==> src/hw/rtl/boq_pkg.sv <==
// Shared types and constants for the box occupancy query block.
// No dependencies; every other file in hw/rtl imports this package.
`timescale 1ns / 1ps

package boq_pkg;

  // Doubled cell centers reach about +/-8.5e6, so 25 signed bits hold them.
  localparam int unsigned CoordW   = 25;
  // (2*col+1) is 11 bits wide and cell_size is 12 bits wide.
  localparam int unsigned ProdW    = 23;
  // Doubled box edges, 2*c +/- l, fit 18 signed bits.
  localparam int unsigned BoundW   = 18;
  localparam int unsigned CfgIdxW  = 2;
  localparam int unsigned CfgDataW = 16;

  typedef enum logic [1:0] {
    MODE_ADD   = 2'd0,
    MODE_CLEAR = 2'd1,
    MODE_POINT = 2'd2,
    MODE_CELL  = 2'd3
  } mode_e;

  // Configuration register indexes
  localparam logic [CfgIdxW-1:0] CFG_X_ORIGIN  = 2'd0;
  localparam logic [CfgIdxW-1:0] CFG_Y_TOP     = 2'd1;
  localparam logic [CfgIdxW-1:0] CFG_CELL_SIZE = 2'd2;

  localparam logic signed [15:0] XOriginRst  = -16'sd10000;
  localparam logic signed [15:0] YTopRst     = 16'sd10000;
  localparam logic        [11:0] CellSizeRst = 12'd100;

  typedef struct packed {
    mode_e              mode;
    logic signed [15:0] pos_x;
    logic signed [15:0] pos_y;
    logic        [15:0] len_x;
    logic        [15:0] len_y;
    logic        [9:0]  cell_row;
    logic        [9:0]  cell_col;
  } in_t;

  typedef struct packed {
    logic       hit;
    logic [3:0] first_slot;
    logic       table_full;
    logic [4:0] box_count;
  } out_t;

  // One stored box: center and full side lengths
  typedef struct packed {
    logic signed [15:0] cx;
    logic signed [15:0] cy;
    logic        [15:0] lx;
    logic        [15:0] ly;
  } box_t;

  // Controller to datapath
  typedef struct packed {
    logic capture;
    logic prep;
    logic sum;
    logic scan;
  } cmd_t;

  // Datapath to controller
  typedef struct packed {
    logic is_query;
    logic match;
    logic scan_end;
  } status_t;

endpackage

==> src/hw/rtl/boq_dp.sv <==
// Datapath: config registers, box table memory, cell center math, scan compare.
// Depends on boq_pkg; driven by boq_ctrl through cmd_t / status_t.
`timescale 1ns / 1ps

module boq_dp #(
  parameter int unsigned MaxBoxes = 16,
  parameter int unsigned IdxW     = 4,
  parameter int unsigned CntW     = 5
) (
  input  logic                             clk_i,
  input  logic                             rst_ni,
  input  logic                             cfg_we_i,
  input  logic [boq_pkg::CfgIdxW-1:0]      cfg_idx_i,
  input  logic [boq_pkg::CfgDataW-1:0]     cfg_data_i,
  input  boq_pkg::in_t                     in_i,
  input  boq_pkg::cmd_t                    cmd_i,
  output boq_pkg::status_t                 status_o,
  output boq_pkg::out_t                    res_o
);
  import boq_pkg::*;

  logic signed [15:0]       xo_q, yt_q;
  logic        [11:0]       cs_q;
  in_t                      in_q;
  logic        [ProdW-1:0]  prod_x_q, prod_y_q;
  logic signed [CoordW-1:0] x2_q, y2_q, x2_d, y2_d;
  box_t                     mem [MaxBoxes];
  box_t                     rd_data_q;
  box_t                     new_box;
  logic        [CntW-1:0]   cnt_q, cnt_d;
  logic        [CntW-1:0]   rd_idx_q;
  logic        [IdxW-1:0]   cmp_idx_q;
  logic                     cmp_vld_q;
  logic                     full;
  logic                     is_query;
  logic                     in_box;
  logic                     finish_upd, finish_scan;
  logic signed [BoundW-1:0] lo_x, hi_x, lo_y, hi_y;
  out_t                     res_q, res_d;

  assign full     = (cnt_q == CntW'(MaxBoxes));
  assign is_query = (in_q.mode == MODE_POINT) || (in_q.mode == MODE_CELL);

  assign new_box.cx = in_q.pos_x;
  assign new_box.cy = in_q.pos_y;
  assign new_box.lx = in_q.len_x;
  assign new_box.ly = in_q.len_y;

  // Config registers
  always_ff @(posedge clk_i or negedge rst_ni) begin
    if (!rst_ni) begin
      xo_q <= XOriginRst;
      yt_q <= YTopRst;
      cs_q <= CellSizeRst;
    end else if (cfg_we_i) begin
      case (cfg_idx_i)
        CFG_X_ORIGIN:  xo_q <= cfg_data_i;
        CFG_Y_TOP:     yt_q <= cfg_data_i;
        CFG_CELL_SIZE: cs_q <= cfg_data_i[11:0];
        default: ;
      endcase
    end
  end

  // Payload capture and cell-center math: products first, then the sums
  always_ff @(posedge clk_i) begin
    if (cmd_i.capture) begin
      in_q <= in_i;
    end
    if (cmd_i.prep) begin
      prod_x_q <= ProdW'({in_q.cell_col, 1'b1}) * ProdW'(cs_q);
      prod_y_q <= ProdW'({in_q.cell_row, 1'b1}) * ProdW'(cs_q);
    end
    if (cmd_i.sum) begin
      x2_q <= x2_d;
      y2_q <= y2_d;
    end
  end

  always_comb begin
    if (in_q.mode == MODE_POINT) begin
      x2_d = CoordW'(signed'({in_q.pos_x, 1'b0}));
      y2_d = CoordW'(signed'({in_q.pos_y, 1'b0}));
    end else begin
      x2_d = CoordW'(signed'({xo_q, 1'b0})) + signed'({2'b00, prod_x_q});
      y2_d = CoordW'(signed'({yt_q, 1'b0})) - signed'({2'b00, prod_y_q});
    end
  end

  // Box count
  always_comb begin
    cnt_d = cnt_q;
    case (in_q.mode)
      MODE_ADD:   if (!full) cnt_d = CntW'(cnt_q + 1'b1);
      MODE_CLEAR: cnt_d = '0;
      default:    cnt_d = cnt_q;
    endcase
  end

  always_ff @(posedge clk_i or negedge rst_ni) begin
    if (!rst_ni) begin
      cnt_q <= '0;
    end else if (cmd_i.prep) begin
      cnt_q <= cnt_d;
    end
  end

  // Box table: one write port, one registered read port
  always_ff @(posedge clk_i) begin
    if (cmd_i.prep && (in_q.mode == MODE_ADD) && !full) begin
      mem[cnt_q[IdxW-1:0]] <= new_box;
    end
  end

  always_ff @(posedge clk_i) begin
    rd_data_q <= mem[rd_idx_q[IdxW-1:0]];
    cmp_idx_q <= rd_idx_q[IdxW-1:0];
  end

  // Scan pointer stops at the count, so it never runs past the table
  always_ff @(posedge clk_i or negedge rst_ni) begin
    if (!rst_ni) begin
      rd_idx_q  <= '0;
      cmp_vld_q <= 1'b0;
    end else if (cmd_i.prep) begin
      rd_idx_q  <= '0;
      cmp_vld_q <= 1'b0;
    end else if (cmd_i.sum || cmd_i.scan) begin
      cmp_vld_q <= (rd_idx_q < cnt_q);
      if (rd_idx_q < cnt_q) begin
        rd_idx_q <= CntW'(rd_idx_q + 1'b1);
      end
    end
  end

  // Doubled edges: low inclusive, high exclusive
  always_comb begin
    lo_x = BoundW'(signed'({rd_data_q.cx, 1'b0})) - signed'({2'b00, rd_data_q.lx});
    hi_x = BoundW'(signed'({rd_data_q.cx, 1'b0})) + signed'({2'b00, rd_data_q.lx});
    lo_y = BoundW'(signed'({rd_data_q.cy, 1'b0})) - signed'({2'b00, rd_data_q.ly});
    hi_y = BoundW'(signed'({rd_data_q.cy, 1'b0})) + signed'({2'b00, rd_data_q.ly});
    in_box = (CoordW'(lo_x) <= x2_q) && (x2_q < CoordW'(hi_x)) &&
             (CoordW'(lo_y) <= y2_q) && (y2_q < CoordW'(hi_y));
  end

  assign status_o.is_query = is_query;
  assign status_o.match    = cmp_vld_q && in_box;
  assign status_o.scan_end = !cmp_vld_q;

  assign finish_upd  = cmd_i.prep && !is_query;
  assign finish_scan = cmd_i.scan && (status_o.match || status_o.scan_end);

  always_comb begin
    logic [31:0] cnt_wide;
    logic [31:0] slot_wide;
    cnt_wide  = 32'(finish_upd ? cnt_d : cnt_q);
    slot_wide = 32'(cmp_idx_q);
    res_d.hit        = finish_scan && status_o.match;
    res_d.first_slot = res_d.hit ? slot_wide[3:0] : 4'd0;
    res_d.table_full = finish_upd && (in_q.mode == MODE_ADD) && full;
    res_d.box_count  = cnt_wide[4:0];
  end

  always_ff @(posedge clk_i) begin
    if (finish_upd || finish_scan) begin
      res_q <= res_d;
    end
  end

  assign res_o = res_q;

  a_scan_in_range: assert property (@(posedge clk_i) disable iff (!rst_ni)
    rd_idx_q <= cnt_q || cmd_i.prep)
    else $error("scan pointer past box count");

endmodule

==> src/hw/rtl/boq_ctrl.sv <==
// Controller: sequences one item through the prep step and, for a query, sum and scan.
// Depends on boq_pkg; commands boq_dp.
`timescale 1ns / 1ps

module boq_ctrl (
  input  logic             clk_i,
  input  logic             rst_ni,
  input  logic             start,
  input  boq_pkg::status_t status_i,
  output boq_pkg::cmd_t    cmd_o,
  output logic             busy,
  output logic             res_valid_o
);
  import boq_pkg::*;

  typedef enum logic [1:0] {
    ST_IDLE,
    ST_PREP,
    ST_SUM,
    ST_SCAN
  } state_e;

  state_e state_q;
  logic   busy_q;
  logic   res_valid_q;

  assign cmd_o.capture = start && !busy_q;
  assign cmd_o.prep    = (state_q == ST_PREP);
  assign cmd_o.sum     = (state_q == ST_SUM);
  assign cmd_o.scan    = (state_q == ST_SCAN);

  always_ff @(posedge clk_i or negedge rst_ni) begin
    if (!rst_ni) begin
      state_q     <= ST_IDLE;
      busy_q      <= 1'b0;
      res_valid_q <= 1'b0;
    end else begin
      res_valid_q <= 1'b0;
      case (state_q)
        ST_IDLE: begin
          if (start) begin
            busy_q  <= 1'b1;
            state_q <= ST_PREP;
          end
        end
        ST_PREP: begin
          if (status_i.is_query) begin
            state_q <= ST_SUM;
          end else begin
            res_valid_q <= 1'b1;
            busy_q      <= 1'b0;
            state_q     <= ST_IDLE;
          end
        end
        ST_SUM: begin
          state_q <= ST_SCAN;
        end
        ST_SCAN: begin
          if (status_i.match || status_i.scan_end) begin
            res_valid_q <= 1'b1;
            busy_q      <= 1'b0;
            state_q     <= ST_IDLE;
          end
        end
        default: begin
          busy_q  <= 1'b0;
          state_q <= ST_IDLE;
        end
      endcase
    end
  end

  assign busy        = busy_q;
  assign res_valid_o = res_valid_q;

endmodule

==> src/hw/rtl/box_occupancy_query.sv <==
// Top level of the box occupancy query block.
// Depends on boq_pkg, boq_ctrl and boq_dp.
`timescale 1ns / 1ps

// An item is taken when start is high and busy is low; its single result shows
// on res_o for one cycle with res_valid_o high and cannot be held off. Busy
// falls with the result. Add and clear items pass only through the prep step;
// queries go on through sum and scan and stop at the first hit or, on a miss,
// after every stored box: the box table is scanned one box per cycle through
// its single read port. Configuration writes are applied at once.
module box_occupancy_query #(
  parameter int unsigned MAX_BOXES = 16
) (
  input  logic                         clk_i,
  input  logic                         rst_ni,
  input  logic                         start,
  output logic                         busy,
  input  boq_pkg::in_t                 in_i,
  output logic                         res_valid_o,
  output boq_pkg::out_t                res_o,
  input  logic                         cfg_we_i,
  input  logic [boq_pkg::CfgIdxW-1:0]  cfg_idx_i,
  input  logic [boq_pkg::CfgDataW-1:0] cfg_data_i
);
  import boq_pkg::*;

  localparam int unsigned IdxW = (MAX_BOXES > 1) ? $clog2(MAX_BOXES) : 1;
  localparam int unsigned CntW = $clog2(MAX_BOXES + 1);

  cmd_t    cmd;
  status_t status;

  boq_ctrl u_ctrl (
    .clk_i       (clk_i),
    .rst_ni      (rst_ni),
    .start       (start),
    .status_i    (status),
    .cmd_o       (cmd),
    .busy        (busy),
    .res_valid_o (res_valid_o)
  );

  boq_dp #(
    .MaxBoxes (MAX_BOXES),
    .IdxW     (IdxW),
    .CntW     (CntW)
  ) u_dp (
    .clk_i      (clk_i),
    .rst_ni     (rst_ni),
    .cfg_we_i   (cfg_we_i),
    .cfg_idx_i  (cfg_idx_i),
    .cfg_data_i (cfg_data_i),
    .in_i       (in_i),
    .cmd_i      (cmd),
    .status_o   (status),
    .res_o      (res_o)
  );

  a_result_frees: assert property (@(posedge clk_i) disable iff (!rst_ni)
    res_valid_o |-> !busy)
    else $error("result shown while still busy");

  a_accept_busy: assert property (@(posedge clk_i) disable iff (!rst_ni)
    (start && !busy) |=> busy && !res_valid_o)
    else $error("accepted item did not raise busy");

  a_full_count: assert property (@(posedge clk_i) disable iff (!rst_ni)
    (res_valid_o && res_o.table_full) |-> res_o.box_count == 5'(MAX_BOXES) && !res_o.hit)
    else $error("refused add with table not full");

  a_miss_slot: assert property (@(posedge clk_i) disable iff (!rst_ni)
    (res_valid_o && !res_o.hit) |-> res_o.first_slot == 4'd0)
    else $error("nonzero slot on a miss");

endmodule

==> config.mk <==
export PLATFORM = sky130hd
export DESIGN_NAME = box_occupancy_query
export DESIGN_NICKNAME = d
export VERILOG_FILES = /design/src/hw/rtl/boq_pkg.sv /design/src/hw/rtl/boq_dp.sv /design/src/hw/rtl/boq_ctrl.sv /design/src/hw/rtl/box_occupancy_query.sv
export SDC_FILE = /design/constraint.sdc
export NUM_CORES = 2
export LEC_CHECK = 0
export ABC_AREA = 0
export ABC_CLOCK_PERIOD_IN_PS = 8700
export BUFFER_PORTS_ARGS = -buffer_cell sky130_fd_sc_hd__buf_2
export CAP_MARGIN = 20
export CELL_PAD_IN_SITES_DETAIL_PLACEMENT = 2
export CELL_PAD_IN_SITES_GLOBAL_PLACEMENT = 2
export CORE_ASPECT_RATIO = 2
export CORE_UTILIZATION = 40
export CTS_CLUSTER_DIAMETER = 60
export DETAILED_ROUTE_END_ITERATION = 12
export PLACE_DENSITY_LB_ADDON = 0.05
export SETUP_SLACK_MARGIN = 0.02
export SYNTH_ARGS = -nofsm -noshare
export SYNTH_HDL_FRONTEND = slang
export SYNTH_SLANG_ARGS = --single-unit
export TNS_END_PERCENT = 100
==> constraint.sdc <==
create_clock -name clk_i -period 8.7 [get_ports clk_i]
set_input_delay 0.435 -clock clk_i [delete_from_list [all_inputs] [get_ports clk_i]]
set_output_delay 0.435 -clock clk_i [all_outputs]
set_load 0.03 [all_outputs]
==> results_dict.tcl <==
set metrics [dict create \
    holdWs_ps 33.0 \
    ir_drop_uv 330 \
    setup_tns_ps 0 \
    ios 121 \
    num_vias 38600 \
    ys_types 70 \
    reg2reg_from "u_dp.rd_data_q[32]$_DFF_P_" \
    dp_hpwl_um 134000 \
    slew_headroom 0.257 \
    post_cts_buffers 0 \
    wire_per_inst_um 29.2 \
    antenna_found_initial 14 \
    crit_path_start "u_dp.rd_data_q[32]$_DFF_P_" \
    start_kind "flop" \
    power.leakage_nw 27.2 \
    drt_iter0_markers 1895 \
    worstMarginPinSlew_ps 1110 \
    cts_resized 0 \
    vias_per_cell 5.56 \
    syn_nets 5120 \
    setup_viol 0 \
    drt_wl_total_um 203000 \
    fin_ws_ps 1990 \
    final_cell_count_no_fill 6951 \
    critPathKind "reg -> reg" \
    crit_slowest_cell "a2111oi_0" \
    max_cap_viol_count 0 \
    placed_area_um2 68200 \
    fp.dieH_um 571 \
    p_per_area_nw_per_um2 423 \
    syn_to_final_growth_pct 13.5 \
    seq_area_frac_synth 0.607 \
    yosys_warnings 0 \
    post-route-util 0.458 \
    worstRegToRegCells 21 \
    status "finished clean" \
    first_pass_iters 5 \
    grt_pass1_wl_um 294000 \
    synth.avg_cell_area_um2 14.4 \
    h-tree-depth 4 \
    insertion_delay_ps 800 \
    synthCells 4491 \
    hold_path_class "in -> reg" \
    tritoncts "built" \
    min_period_over_period 0.772 \
    synthFlopType "edfxtp_1" \
    drive_gt1_frac 0.143 \
    path_max_fanout 11 \
    slowest_delay_ps 600 \
    grt_pass1_vias 44200 \
    hold_buffers 92 \
    synth_edf_count 1215 \
    clk_pin_slew_ps 60 \
    synth_area_um2 64900 \
    hold_viol 0 \
    finalMaxSlewViolations 0 \
    fill_cells 15500 \
    core_area_um2 161000 \
    async_reset_ff_frac 0.0440 \
    rsz0062_at_grt "false" \
    endpoint "u_dp.res_o[1]$_DFFE_PP_" \
    grt_usage 0.249 \
    cp.required_ps 9090 \
    critPathArrivalTime_ps 7110 \
    r2r_setup_slack_ps 1990 \
    cts-root-buf "clkbuf_16" \
    finalInstanceArea_um2 73600 \
    route.detailed.drc 0 \
    placed_cells 6603 \
    end_kind "flop" \
    grt_max_degree 95 \
    pre_cts_slack_ps 1970 \
    r2r-end "u_dp.res_o[1]$_DFFE_PP_" \
    total_power_mw 31.2 \
    clock.fmax_ghz 0.149 \
    die_area_um2 164000 \
    fin_skew_ps 68.7 \
    fin_crit_ps 6710 \
    io_buffers 120 \
    die_w_um 287 \
    crit_chain "ha_1 > fa_1 > nor2b_1 > o21a_1 > o21ba_2 > o211ai_1 > nand2_1 > a2111oi_0 > o31ai_1 > a21oi_1 > o21ai_0 > ha_1 > and4_1 > a31o_2 > nand3_1 > o211ai_1 > a211oi_1 > mux2_2 > a221o_1 > a31oi_1 > and3_1" \
    synth_seq_cells 1342 \
    start_util 0.403 \
    grt-ovfl-total 0 \
    cts.sinks 1342 \
    clockBufferDepth 4 \
    antenna_left 0 \
    nNetsFinal 5369 \
    cts_buffers 143 \
    rows 208 \
    gp_congestion 0.800 \
]
## kinds of logic (layout without fill, tap and decap cells)
| kind of cell | after synthesis | after routing | share of synthesized area |
|---|---|---|---|
| other cells | 0 | 8 | 0 |
| mux | 429 | 429 | 0.0930 |
| xor+xnor | 129 | 129 | 0.0174 |
| buf+inv | 577 | 929 | 0.0335 |
| simple gates | 738 | 738 | 0.0542 |
| flops | 1342 | 1342 | 0.607 |
| fa+ha+maj | 521 | 521 | 0.122 |
| compound gates | 755 | 755 | 0.0735 |
## sequential cells by signal (all words and copies together), names as in the netlist, named ones only
register            cells
u_dp.prod_x_q          22
u_dp.rd_data_q         64
u_dp.xo_q              16
u_dp.prod_y_q          23
u_dp.cmp_vld_q          1
u_dp.res_o             11
u_dp.cnt_q              5
u_dp.cs_q              12
u_dp.cmp_idx_q          4
u_dp.in_q              86
u_dp.yt_q              16
u_ctrl.busy             1
u_dp.rd_idx_q           5
u_dp.mem             1024
u_dp.x2_q              24
u_ctrl.res_valid_o      1
u_dp.y2_q              25
u_ctrl.state_q          1
## cells in the final DEF, fill, tap and decap left out, types with 39 or more instances in the layout
cell and instances:
dfrtp_1 39, ha_1 337, a22oi_1 64, a21oi_1 202, edfxtp_1 1215, dlygate4sd3_1 92
a221oi_1 66, xnor2_1 95, o21ai_0 223, mux2i_1 193, buf_2 120, mux4_2 128
nor3_1 41, dfxtp_1 68, buf_4 73, mux2_2 108, a21o_1 49, nor2_1 115
nand2_1 283, clkbuf_16 147, fa_1 184, inv_1 392, and2_1 117
## power by group
part	internal [mW]	total, mW	switching (mW)
Clock	3.46	6.06	2.59
Combinational	6.72	15.9	9.18
Sequential	8.41	9.22	0.804
## cell usage after synthesis (5+ instances only)
cell type | number | area, um^2
a221oi_1 | 66 | 578
and2_1 | 118 | 738
nand3b_1 | 5 | 37.5
a211oi_1 | 23 | 173
a22oi_1 | 64 | 480
ha_1 | 337 | 4220
buf_1 | 29 | 109
buf_2 | 7 | 35.0
dfxtp_1 | 68 | 1360
mux2_2 | 108 | 1220
o21ai_0 | 223 | 1120
o21a_1 | 21 | 158
dfrtp_1 | 43 | 1080
a21o_1 | 49 | 368
dfstp_2 | 16 | 420
edfxtp_1 | 1215 | 36500
nand3_1 | 33 | 165
nand2_1 | 284 | 1070
inv_1 | 392 | 1470
a2111oi_0 | 5 | 43.8
a31o_2 | 5 | 43.8
a21oi_1 | 202 | 1010
or3_1 | 20 | 125
nand2b_1 | 21 | 131
nor3b_1 | 8 | 60.1
nand4_1 | 10 | 62.6
xnor2_1 | 95 | 832
a211o_1 | 9 | 78.8
a31oi_1 | 14 | 87.6
nor2_1 | 129 | 484
o21bai_1 | 15 | 113
o31a_1 | 6 | 52.6
mux2i_1 | 193 | 1930
mux4_2 | 128 | 2880
o31ai_1 | 6 | 45.0
nor3_1 | 45 | 225
and3_1 | 17 | 106
fa_1 | 184 | 3680
nor2b_1 | 34 | 213
o211ai_1 | 7 | 52.6
clkbuf_1 | 149 | 559
xor2_1 | 34 | 298
## cell type report
cell class              instances  area (um^2)  share of cell area
diodes                          8         20.0            0.000272
clock buffers                 184         3850              0.0523
clock inverters                64          656             0.00890
inverters                     392         1470              0.0200
multi-input cells            2572        23500               0.319
flip-flops and latches       1342        39400               0.535
well taps                    2100         2630              0.0357
repair buffers                289         2150              0.0292
## worst max-delay path, delay by kind of cell (launching register included)
family	cells	cell delay [ps]
AND/OR/NAND/NOR	5	1170
multiplexers	1	460
flip-flops	1	340
AO/OA/AOI/OAI	12	3260
adder cells (fa/ha/maj)	3	1100
## per-layer routing
layer | up-vias | global-route usage | part of all wire
li1 | 17100 | - | -
met4 | 6 | 0.0909 | 0.038
met3 | 313 | 0.0270 | 0.030
met1 | 20500 | 0.257 | 0.35
met2 | 706 | 0.504 | 0.58
met5 | - | 0 | 0.00020
## worst min-delay path by stage
| stage | startpoint | endpoint | depth (start not counted) |
|---|---|---|---|
| final | cfg_data_i[13] | u_dp.xo_q[13]$_DFFE_PN0P_ | 2 |
| after global routing | cfg_data_i[13] | u_dp.xo_q[13]$_DFFE_PN0P_ | 2 |
| after CTS | start | u_ctrl.state_q[0]$_DFFE_PN0P_ | 3 |
| after detailed placement | u_dp.xo_q[0]$_DFFE_PN0P_ | u_dp.xo_q[0]$_DFFE_PN0P_ | 1 |
| after global placement | u_dp.cmp_idx_q[2]$_DFF_P_ | u_dp.res_o[8]$_SDFFCE_PN0P_ | 1 |
| after floorplan | rst_ni | asynchronous set/reset pin | 0 |
Power figures use the tool's default switching activity.
